===== src/rtl/core/ssi_pkg.sv =====
// ----------------------------------------------------------------------------
// Sensor scaling package
// Payload types, register indexes, warning codes and the fixed-point
// constants of the linear sensor maps.
// ----------------------------------------------------------------------------
package ssi_pkg;

  // One raw plant sample.
  typedef struct packed {
    logic        overflow_raw;
    logic [14:0] level_raw;
    logic [14:0] flow_raw;
    logic [14:0] pressure_raw;
    logic [14:0] temp_raw;
    logic [15:0] saturation_raw;
    logic [14:0] pump_power_raw;
    logic [14:0] valve_flow_raw;
    logic        min_switch;
    logic        heater_on;
    logic        pump_on;
    logic        pump_mode_in;
  } ssi_in_t;

  // One scaled result with the actuator bits after the interlock.
  typedef struct packed {
    logic        overflow;
    logic [15:0] level;
    logic [13:0] flow;
    logic [15:0] pressure;
    logic [13:0] temperature;
    logic [15:0] saturation;
    logic [15:0] pump_power;
    logic [15:0] valve_flow;
    logic        heater_out;
    logic        pump_out;
    logic        pump_mode_out;
    logic [1:0]  warning;
  } ssi_out_t;

  // Configuration register indexes.
  localparam logic [1:0] REG_TEMP_LIMIT  = 2'd0;
  localparam logic [1:0] REG_LEVEL_LIMIT = 2'd1;
  localparam logic [1:0] REG_HOLD_LIMIT  = 2'd2;

  // Register reset values.
  localparam logic [13:0] TEMP_LIMIT_RST  = 14'd3800;
  localparam logic [15:0] LEVEL_LIMIT_RST = 16'd45875;
  localparam logic [15:0] HOLD_LIMIT_RST  = 16'd10;

  // Warning codes; both bits together mean heater and pump.
  localparam logic [1:0] WARN_NONE   = 2'd0;
  localparam logic [1:0] WARN_HEATER = 2'd1;
  localparam logic [1:0] WARN_PUMP   = 2'd2;

  // Saturation limits of the result fields.
  localparam logic [15:0] MAX_16 = 16'hFFFF;
  localparam logic [15:0] MAX_14 = 16'h3FFF;

  // Width of the scaled intermediate values. The largest product is
  // below 2**61.
  localparam int unsigned MAP_W = 62;

  // Wide type for constant arithmetic at elaboration only.
  typedef logic [127:0] cwide_t;

  // Each map is floor((P -/+ Q*x) / D) with the rounding half already in P.
  // The fraction is replaced by a slope and offset scaled by 2**SH, rounded
  // so that the scaled value never falls below the exact one and exceeds it
  // by less than 1/D over the whole input range. The floor is then exact.

  // Level, on the masked reading taken in steps of 64 (common factor 2048
  // removed).
  localparam int unsigned LVL_SH = 43;
  localparam cwide_t LVL_D = 128'd14808593750;
  localparam cwide_t LVL_P = 128'd32 * 128'd952136639 * 128'd30328 + 128'd7404296875;
  localparam cwide_t LVL_Q = 128'd1843200000000;
  localparam logic [MAP_W-1:0] LVL_PA = MAP_W'(((LVL_P << LVL_SH) + LVL_D - 128'd1) / LVL_D);
  localparam logic [MAP_W-1:0] LVL_QA = MAP_W'((LVL_Q << LVL_SH) / LVL_D);

  // Flow.
  localparam int unsigned FLW_SH = 42;
  localparam cwide_t FLW_D = 128'd105390000;
  localparam cwide_t FLW_P = 128'd102578992 * 128'd10539 + 128'd52695000;
  localparam cwide_t FLW_Q = 128'd33000000;
  localparam logic [MAP_W-1:0] FLW_PA = MAP_W'(((FLW_P << FLW_SH) + FLW_D - 128'd1) / FLW_D);
  localparam logic [MAP_W-1:0] FLW_QA = MAP_W'((FLW_Q << FLW_SH) / FLW_D);

  // Pressure (common factor 24000 removed).
  localparam int unsigned PRS_SH = 41;
  localparam cwide_t PRS_D = 128'd49225000;
  localparam cwide_t PRS_P = 128'd997328593 * 128'd1969 + 128'd24612500;
  localparam cwide_t PRS_Q = 128'd60000000;
  localparam logic [MAP_W-1:0] PRS_PA = MAP_W'(((PRS_P << PRS_SH) + PRS_D - 128'd1) / PRS_D);
  localparam logic [MAP_W-1:0] PRS_QA = MAP_W'((PRS_Q << PRS_SH) / PRS_D);

  // Temperature.
  localparam int unsigned TMP_SH = 40;
  localparam cwide_t TMP_D = 128'd23850000;
  localparam cwide_t TMP_P = 128'd116630189 * 128'd2385 + 128'd11925000;
  localparam cwide_t TMP_Q = 128'd9000000;
  localparam logic [MAP_W-1:0] TMP_PA = MAP_W'(((TMP_P << TMP_SH) + TMP_D - 128'd1) / TMP_D);
  localparam logic [MAP_W-1:0] TMP_QA = MAP_W'((TMP_Q << TMP_SH) / TMP_D);

  // Pump power and valve flow, an increasing map with a negative offset
  // (common factor 4096 removed).
  localparam int unsigned PCT_SH = 45;
  localparam cwide_t PCT_D = 128'd625781250;
  localparam cwide_t PCT_K = 128'd16 * 128'd6398252 * 128'd25632 - 128'd312890625;
  localparam cwide_t PCT_Q = 128'd800000000;
  localparam logic [MAP_W-1:0] PCT_QA = MAP_W'(((PCT_Q << PCT_SH) + PCT_D - 128'd1) / PCT_D);
  localparam logic [MAP_W-1:0] PCT_KA = MAP_W'((PCT_K << PCT_SH) / PCT_D);

  // Decreasing map: floor((pa - qa*x) / 2**sh), clamped to [0, maxv].
  function automatic logic [15:0] down_map(input logic [MAP_W-1:0] pa,
                                           input logic [MAP_W-1:0] qa,
                                           input logic [14:0] x,
                                           input int unsigned sh,
                                           input logic [15:0] maxv);
    logic [MAP_W-1:0] prod;
    logic [MAP_W-1:0] quo;
    logic [15:0]      res;
    prod = qa * MAP_W'(x);
    quo  = (pa - prod) >> sh;
    if (prod > pa) begin
      res = '0;
    end else if (quo > MAP_W'(maxv)) begin
      res = maxv;
    end else begin
      res = quo[15:0];
    end
    return res;
  endfunction

  // Increasing map: floor((qa*x - ka) / 2**sh), clamped to [0, maxv].
  function automatic logic [15:0] up_map(input logic [MAP_W-1:0] qa,
                                         input logic [MAP_W-1:0] ka,
                                         input logic [14:0] x,
                                         input int unsigned sh,
                                         input logic [15:0] maxv);
    logic [MAP_W-1:0] prod;
    logic [MAP_W-1:0] quo;
    logic [15:0]      res;
    prod = qa * MAP_W'(x);
    quo  = (prod - ka) >> sh;
    if (prod < ka) begin
      res = '0;
    end else if (quo > MAP_W'(maxv)) begin
      res = maxv;
    end else begin
      res = quo[15:0];
    end
    return res;
  endfunction

endpackage


===== src/rtl/core/sensor_scaling_with_interlock.sv =====
// ----------------------------------------------------------------------------
// Sensor scaling with interlock
// Scales one raw plant sample per transfer into fixed-point units, applies
// the heater and pump safety interlock and holds the warning code.
// ----------------------------------------------------------------------------
// An accepted sample passes through the input register and then the result
// register. One sample per cycle while results are taken; a waiting result
// lets one more sample into the input register and then stalls the input.
// Reset (synchronous, rst_n low): both stages empty, hold counter and held
// warning cleared, limits back to 3800, 45875 and 10.
module sensor_scaling_with_interlock
  import ssi_pkg::*;
(
  input  logic        clk,
  input  logic        rst_n,
  // Raw sample input
  input  logic        in_valid,
  output logic        in_stall,
  input  ssi_in_t     in_data,
  // Result output
  output logic        out_valid,
  input  logic        out_stall,
  output ssi_out_t    out_data,
  // Configuration writes
  input  logic        cfg_we,
  input  logic [1:0]  cfg_index,
  input  logic [15:0] cfg_data
);

  // Configuration registers.
  logic [13:0] temp_limit_r;
  logic [15:0] level_limit_r;
  logic [15:0] hold_limit_r;

  // Warning hold state.
  logic [15:0] hold_count_r;
  logic [15:0] hold_count_nxt;
  logic [1:0]  held_warning_r;
  logic [1:0]  held_warning_nxt;

  // Pipeline registers.
  logic        s1_valid_r;
  ssi_in_t     s1_data_r;
  logic        out_valid_r;
  ssi_out_t    out_data_r;
  ssi_out_t    res_nxt;

  logic        in_xfer;
  logic        advance;
  logic        move;

  // Scaled values and interlock terms.
  logic [15:0] temp_full;
  logic [15:0] flow_full;
  logic        trip;
  logic        heater_cut;
  logic        pump_cut;
  logic [1:0]  code;
  logic        keep_held;

  // Handshake: the input register drains whenever the result register is
  // free or its transfer completes.
  assign advance   = !out_valid_r || !out_stall;
  assign in_stall  = s1_valid_r && !advance;
  assign in_xfer   = in_valid && !in_stall;
  assign move      = advance && s1_valid_r;
  assign out_valid = out_valid_r;
  assign out_data  = out_data_r;

  // Linear maps and the interlock on the registered sample.
  always_comb begin
    res_nxt = '0;

    flow_full = down_map(FLW_PA, FLW_QA, s1_data_r.flow_raw, FLW_SH, MAX_14);
    temp_full = down_map(TMP_PA, TMP_QA, s1_data_r.temp_raw, TMP_SH, MAX_14);

    res_nxt.overflow    = ~s1_data_r.overflow_raw;
    res_nxt.level       = down_map(LVL_PA, LVL_QA, {6'd0, s1_data_r.level_raw[14:6]},
                                   LVL_SH, MAX_16);
    res_nxt.flow        = flow_full[13:0];
    res_nxt.pressure    = down_map(PRS_PA, PRS_QA, s1_data_r.pressure_raw, PRS_SH, MAX_16);
    res_nxt.temperature = temp_full[13:0];
    res_nxt.saturation  = s1_data_r.saturation_raw;
    res_nxt.pump_power  = up_map(PCT_QA, PCT_KA, s1_data_r.pump_power_raw, PCT_SH, MAX_16);
    res_nxt.valve_flow  = up_map(PCT_QA, PCT_KA, s1_data_r.valve_flow_raw, PCT_SH, MAX_16);

    // Heater is cut on a low minimum switch or an over-limit reading; the
    // pump only on a low minimum switch.
    trip       = !s1_data_r.min_switch || (res_nxt.temperature > temp_limit_r) ||
                 (res_nxt.level > level_limit_r);
    heater_cut = trip && s1_data_r.heater_on;
    pump_cut   = !s1_data_r.min_switch && s1_data_r.pump_on;
    code       = (heater_cut ? WARN_HEATER : WARN_NONE) | (pump_cut ? WARN_PUMP : WARN_NONE);

    res_nxt.heater_out    = s1_data_r.heater_on && !heater_cut;
    res_nxt.pump_out      = s1_data_r.pump_on && !pump_cut;
    res_nxt.pump_mode_out = s1_data_r.pump_mode_in && !pump_cut;

    // Warning hold: a running hold keeps its code while no other code shows.
    keep_held = ((code == WARN_NONE) || (code == held_warning_r)) &&
                (hold_count_r != 16'd0) && (hold_count_r < hold_limit_r);
    if (keep_held) begin
      hold_count_nxt   = hold_count_r + 16'd1;
      held_warning_nxt = held_warning_r;
      res_nxt.warning  = held_warning_r;
    end else if (code != WARN_NONE) begin
      hold_count_nxt   = 16'd1;
      held_warning_nxt = code;
      res_nxt.warning  = code;
    end else begin
      hold_count_nxt   = 16'd0;
      held_warning_nxt = WARN_NONE;
      res_nxt.warning  = WARN_NONE;
    end
  end

  // Control state, hold state and configuration registers.
  always_ff @(posedge clk) begin
    if (!rst_n) begin
      s1_valid_r     <= 1'b0;
      out_valid_r    <= 1'b0;
      hold_count_r   <= 16'd0;
      held_warning_r <= WARN_NONE;
      temp_limit_r   <= TEMP_LIMIT_RST;
      level_limit_r  <= LEVEL_LIMIT_RST;
      hold_limit_r   <= HOLD_LIMIT_RST;
    end else begin
      if (in_xfer) begin
        s1_valid_r <= 1'b1;
      end else if (advance) begin
        s1_valid_r <= 1'b0;
      end
      if (advance) begin
        out_valid_r <= s1_valid_r;
      end
      if (move) begin
        hold_count_r   <= hold_count_nxt;
        held_warning_r <= held_warning_nxt;
      end
      if (cfg_we) begin
        case (cfg_index)
          REG_TEMP_LIMIT:  temp_limit_r  <= cfg_data[13:0];
          REG_LEVEL_LIMIT: level_limit_r <= cfg_data;
          REG_HOLD_LIMIT:  hold_limit_r  <= cfg_data;
          default: begin
          end
        endcase
      end
    end
  end

  // Payload registers.
  always_ff @(posedge clk) begin
    if (in_xfer) begin
      s1_data_r <= in_data;
    end
    if (move) begin
      out_data_r <= res_nxt;
    end
  end

endmodule


===== config.mk =====
export PLATFORM = sky130hd
export DESIGN_NAME = sensor_scaling_with_interlock
export DESIGN_NICKNAME = d
export VERILOG_FILES = /design/src/rtl/core/ssi_pkg.sv /design/src/rtl/core/sensor_scaling_with_interlock.sv
export SDC_FILE = /design/constraint.sdc
export NUM_CORES = 2
export LEC_CHECK = 0
export BUFFER_PORTS_ARGS = -buffer_cell sky130_fd_sc_hd__buf_2
export CAP_MARGIN = 20
export CORE_UTILIZATION = 40
export DETAILED_ROUTE_END_ITERATION = 12
export SLEW_MARGIN = 20
export SYNTH_ARGS = -nofsm -noshare
export SYNTH_HDL_FRONTEND = slang
export SYNTH_SLANG_ARGS = --single-unit
export TNS_END_PERCENT = 100

===== constraint.sdc =====
create_clock -name clk -period 18.85 [get_ports clk]
set_input_delay 1.885 -clock clk [delete_from_list [all_inputs] [get_ports clk]]
set_output_delay 1.885 -clock clk [all_outputs]
set_load 0.05 [all_outputs]

Yosys cells after proc, flatten, opt, wreduce, memory -nomap -nowiden
Cells that the tools add are included.

Flip-flop bits (word level): 291. Latch bits: 0. Bits in writable memories: 0. ROM bits: 0. Bits of input ports: 134. Output and inout port bits: 116. Word-level logic and storage cells: 109. Memories: 0.

Add/sub/neg operators: 7. $mul: 6. Div/mod/pow operators: 0. Order comparisons: 15. Eq/ne operators: 3. Shift operators: 0. Multiplexer cells: 16. Bitwise gates (word level): 2. Reductions and logical operators: 29.

Operators by type and width (count): subtractor 61 x 58 -> 62 bit, second input constant (2); less-than comparator 61 x 58 -> 1 bit, second input constant (2); multiplier 43 x 15 -> 58 bit, first input constant (2); multiplier 39 x 15 -> 54 bit, first input constant (2); 2-to-1 mux 16 bit (6); subtractor 59 x 59 -> 60 bit, first input constant (1); greater-than comparator 59 bit, second input constant (1); multiplier 50 x 9 -> 59 bit, first input constant (1); subtractor 57 x 57 -> 58 bit, first input constant (1); greater-than comparator 57 bit, second input constant (1); subtractor 56 x 56 -> 57 bit, first input constant (1); greater-than comparator 56 bit, second input constant (1); multiplier 40 x 15 -> 55 bit, first input constant (1); subtractor 54 x 54 -> 55 bit, first input constant (1); greater-than comparator 54 bit, second input constant (1); 2-to-1 mux 14 bit (3); greater-than comparator 17 x 16 -> 1 bit, second input constant (2); greater-than comparator 22 x 14 -> 1 bit, second input constant (1); greater-than comparator 21 x 16 -> 1 bit, second input constant (1); greater-than comparator 20 x 14 -> 1 bit, second input constant (1); greater-than comparator 19 x 16 -> 1 bit, second input constant (1); adder 16 x 1 -> 16 bit, second input constant (1); greater-than comparator 16 bit (1); less-than comparator 16 bit (1); other kinds (15) (42).

Logic depth before layout (Yosys ltp)
Depth after elaboration: 16. Depth in mapped cells: 43. Gate-level depth less buffers: 40.

Worst setup path after synthesis
Ideal clock, no wire load.

Path type: reg2reg. Start: register s1_data_r[54] (netlist name). End: register hold_count_r[10]. Library setup time: 0.065 ns. Data arrival time: 9.738 ns. Slack: 9.046 ns. Cell stages (with the launch flop): 40. Buffers on the path: 2. Clock period less this slack: 9.804 ns. Cells stage by stage: edfxtp_1 -> fa_1 -> fa_1 -> inv_1 -> fa_1 -> fa_1 -> inv_1 -> fa_1 -> inv_1 -> fa_1 -> inv_1 -> ha_1 -> a2111oi_0 -> o21ai_0 -> nand2_1 -> a21oi_1 -> or4b_1 -> and4_1 -> (+4 left out) -> a21boi_0 -> clkbuf_1 -> a21oi_1 -> ha_1 -> a21o_1 -> a21o_1 -> a21o_1 -> a21oi_1 -> nor2b_1 -> o21ai_0 -> nand2b_1 -> a211oi_1 -> o21ai_0 -> o21ai_0 -> a31oi_1 -> nand2b_1 -> clkbuf_1 -> nor2_1.

RTL lines: start: declaration (line sensor_scaling_with_interlock.sv:43) `ssi_in_t s1_data_r;`; start signal: assignment (line sensor_scaling_with_interlock.sv:155) `s1_data_r <= in_data;`; end signal: assignment (line sensor_scaling_with_interlock.sv:137) `hold_count_r <= hold_count_nxt;`; end: declaration (line sensor_scaling_with_interlock.sv:36) `logic [15:0] hold_count_r;`.

==> results.yml <==
setup_path:
  endpoint: "hold_count_r[8]$_SDFFE_PN0P_"
  critPathLaunch: "s1_data_r[53]$_DFFE_PP_"
  reg2reg_depth: 37
  crit_path_start_kind: "flop"
  cpMostUsedCell: "fa_1"
  crit_cells: 37
  cp.required_ns: 19.40
  reg2reg_from: "s1_data_r[53]$_DFFE_PP_"
  worst_setup_path_end_kind: "flop"
  rrSetupSlack_ns: 6.66
  timing.rr.end: "hold_count_r[8]$_SDFFE_PN0P_"
  cpMaxStageDelayCell: "edfxtp_1"
  arrival_ns: 12.74
  cpLargestDelayFamily: "compound AO/OA/AOI/OAI gates"
  path_class: "reg -> reg"
  slowest_delay_ns: 0.79
  path_buf_inv: 4
  crit_path_max_fanout: 14
synth:
  synth_compound_area_share_pct: 14.4
  netlist-cell-type-count: 100
  ys_seq_area_share_pct: 11.3
  yosys_warnings: 0
  ys.flop_type: "edfxtp_1"
  synth_area_mm2: 0.0702
  synthArstFlopShare_pct: 0
  synthMuxAreaShare_pct: 0.490
  synth_edf_count: 219
  synth-xor-area-share_pct: 3.56
  yosys.area_share.adder_pct: 50.9
  netlist_instances: 7482
  synth_top_family_by_area: "adder cells"
  synth-simple-area-share_pct: 10.6
  synth_seq_cells: 285
  syn_nets: 9849
  syn_avg_cell_area_um2: 9.38
layout:
  area_delta_synth_final_pct: 6.95
  final_nets: 9976
  drive_gt1_share_pct: 5.94
  fin_area_mm2: 0.0750
die:
  dieArea_mm2: 0.177
  io_pins: 250
  placeableCoreArea_mm2: 0.174
  die_h_um: 421
  die_x_um: 421
  initial_core_util_pct: 40.3
  rows: 153
hold_path:
  hp-class: "reg -> reg"
  min_from: "res_nxt[44]$_DFFE_PP_"
clock_network:
  cts_setup_buffers: 0
  cts_resized: 0
  h-tree-depth: 2
  cts.sinks: 285
  cts_tree: "done"
  clockRootBuffer: "clkbuf_16"
  clk_path_buf_depth: 3
  cts_hold_buf: 0
  cts.clk_slew.worst_paths_ns: 0.06
  clk_latency_ns: 0.62
  cts_made_buffers: 40
global_route:
  grt-ovfl-total: 0
  grt_start_max_net_pins: 70
  antenna_found_initial: 6
  grt_use_total_pct: 23.4
  grt_pass1_wl_um: 320000
  grt_pass1_vias: 55400
routing:
  ant_nets: 0
  drtIter0Drc: 3642
  routed_wl_um: 207000
  routed_via_density: 5.45
  num_vias: 54300
  drt_drc_violations_left: 0
  wire_per_inst_um: 20.8
  firstDrtPassIters: 7
sta:
  fin_crit_ns: 12.19
  slew_headroom_pct: 34.3
  report.final.hold_viol_count: 0
  fin_skew_ns: 0.0309
  slew_viol_final: 0
  setup_violations: 0
  hold_ws_ns: 0.416
  worst_pin_slew_ns: 0.979
  tns_ns: 0
  fmax_mhz: 82.1
  rsz0062_at_grt: "no"
  timing.final.crit_share_pct: 64.6
placed_design:
  post_dp_cell_area_mm2: 0.0737
  gp_congestion: 0.962
  hpwl_um: 179000
  portBuffers: 243
status:
  outcome: "completed"
flow_run:
  cap_viol_max_count: 0
-- logic make-up after synthesis --
logic type / after synthesis
flip-flops: 285
AO/OA/AOI/OAI: 1536
multiplexers: 34
buffers and inverters: 1630
adder cells (fa/ha/maj): 2233
XOR/XNOR: 285
AND/OR/NAND/NOR: 1479
-- layer usage --
layer  wire length (µm)  part of all wire [%]  vias to the layer above  track usage [%]
met5                 11                0.0053                        -                0
met4               8710                   4.2                        2             8.88
met3              11000                   5.3                      244             3.32
met2              98100                    47                     1384             38.9
met1              89100                    43                    27000             30.9
li1                   -                     -                    25700                -
-- placed cells by master, fill, tap and decap left out, types with 125 or more instances in the layout --
cell type / instances
a21oi_1: 478
a21o_1: 147
buf_2: 243
o21ai_0: 254
fa_1: 1031
nand2_1: 416
edfxtp_1: 219
nor2_1: 291
xnor2_1: 160
inv_1: 1452
xor2_1: 125
ha_1: 1202
-- synthesized netlist by cell type (all sizes together), types with 15 or more instances --
library cell	number	area share, %
and2	50	0.45
a221oi	20	0.25
buf	23	0.18
o211ai	72	0.77
a2111oi	20	0.27
edfxtp	219	9.4
nor3b	24	0.26
xor2	125	1.6
mux2i	31	0.44
xnor2	160	2.0
a211oi	64	0.72
nand3	122	0.88
a31o	18	0.22
or4	19	0.20
clkbuf	153	0.82
nand4	90	0.80
a211o	22	0.28
a21o	150	1.6
a21boi	26	0.28
fa	1031	29
dfxtp	66	1.9
inv	1453	7.8
a21oi	482	3.5
o31ai	35	0.39
and3	63	0.56
o2111ai	20	0.25
o21a	68	0.73
ha	1202	21
and4	21	0.26
nand2	416	2.2
or3	37	0.33
nand2b	41	0.37
nand3b	21	0.22
o21bai	44	0.48
nor2b	54	0.48
a31oi	48	0.43
o311ai	15	0.19
o21ai	264	1.9
a311oi	19	0.26
nor4	30	0.27
or2	51	0.45
nor3	103	0.73
nor2	300	1.6
-- registers in the layout (all words and copies together), names as in the netlist --
| register | cells |
|---|---|
| s1_valid_r | 1 |
| s1_data_r | 89 |
| held_warning_r | 2 |
| temp_limit_r | 14 |
| out_valid | 1 |
| hold_count_r | 16 |
| hold_limit_r | 16 |
| res_nxt | 16 |
| out_data | 114 |
| level_limit_r | 16 |
-- worst min-delay path by stage --
stage | end | slack, ns | depth (start not counted)
floorplan | out_data[37]$_DFFE_PP_ | 0.40 | 0
global placement | out_data[46]$_DFFE_PP_ | 0.40 | 0
detailed placement | out_data[37]$_DFFE_PP_ | 0.40 | 0
CTS | out_data[37]$_DFFE_PP_ | 0.42 | 0
global route | out_data[49]$_DFFE_PP_ | 0.42 | 0
finish | out_data[44]$_DFFE_PP_ | 0.42 | 0
-- per-stage QoR --
stage,setup slack (ns),cells,utilization [%]
2_1_floorplan,9.05,7482,-
3_5_place_dp,6.64,9892,42.4
4_1_cts,6.63,9963,43.1
6_report,6.66,9970,43.1
5_1_grt,5.63,9964,43.1
3_3_place_gp,6.69,9892,42.4
-- cell type report --
class | instances | area (µm²)
clock inverter | 20 | 184
tap | 2325 | 2910
antenna | 7 | 17.5
fill | 17100 | 99000
multi-input combinational | 5567 | 56100
sequential | 285 | 7900
clock buffer | 51 | 1090
inverter | 1454 | 5460
timing repair buffer | 261 | 1350
Power is left out: the tool's default activity adds up to more than one toggle a clock period on the data nets, which glitch-free logic cannot reach.
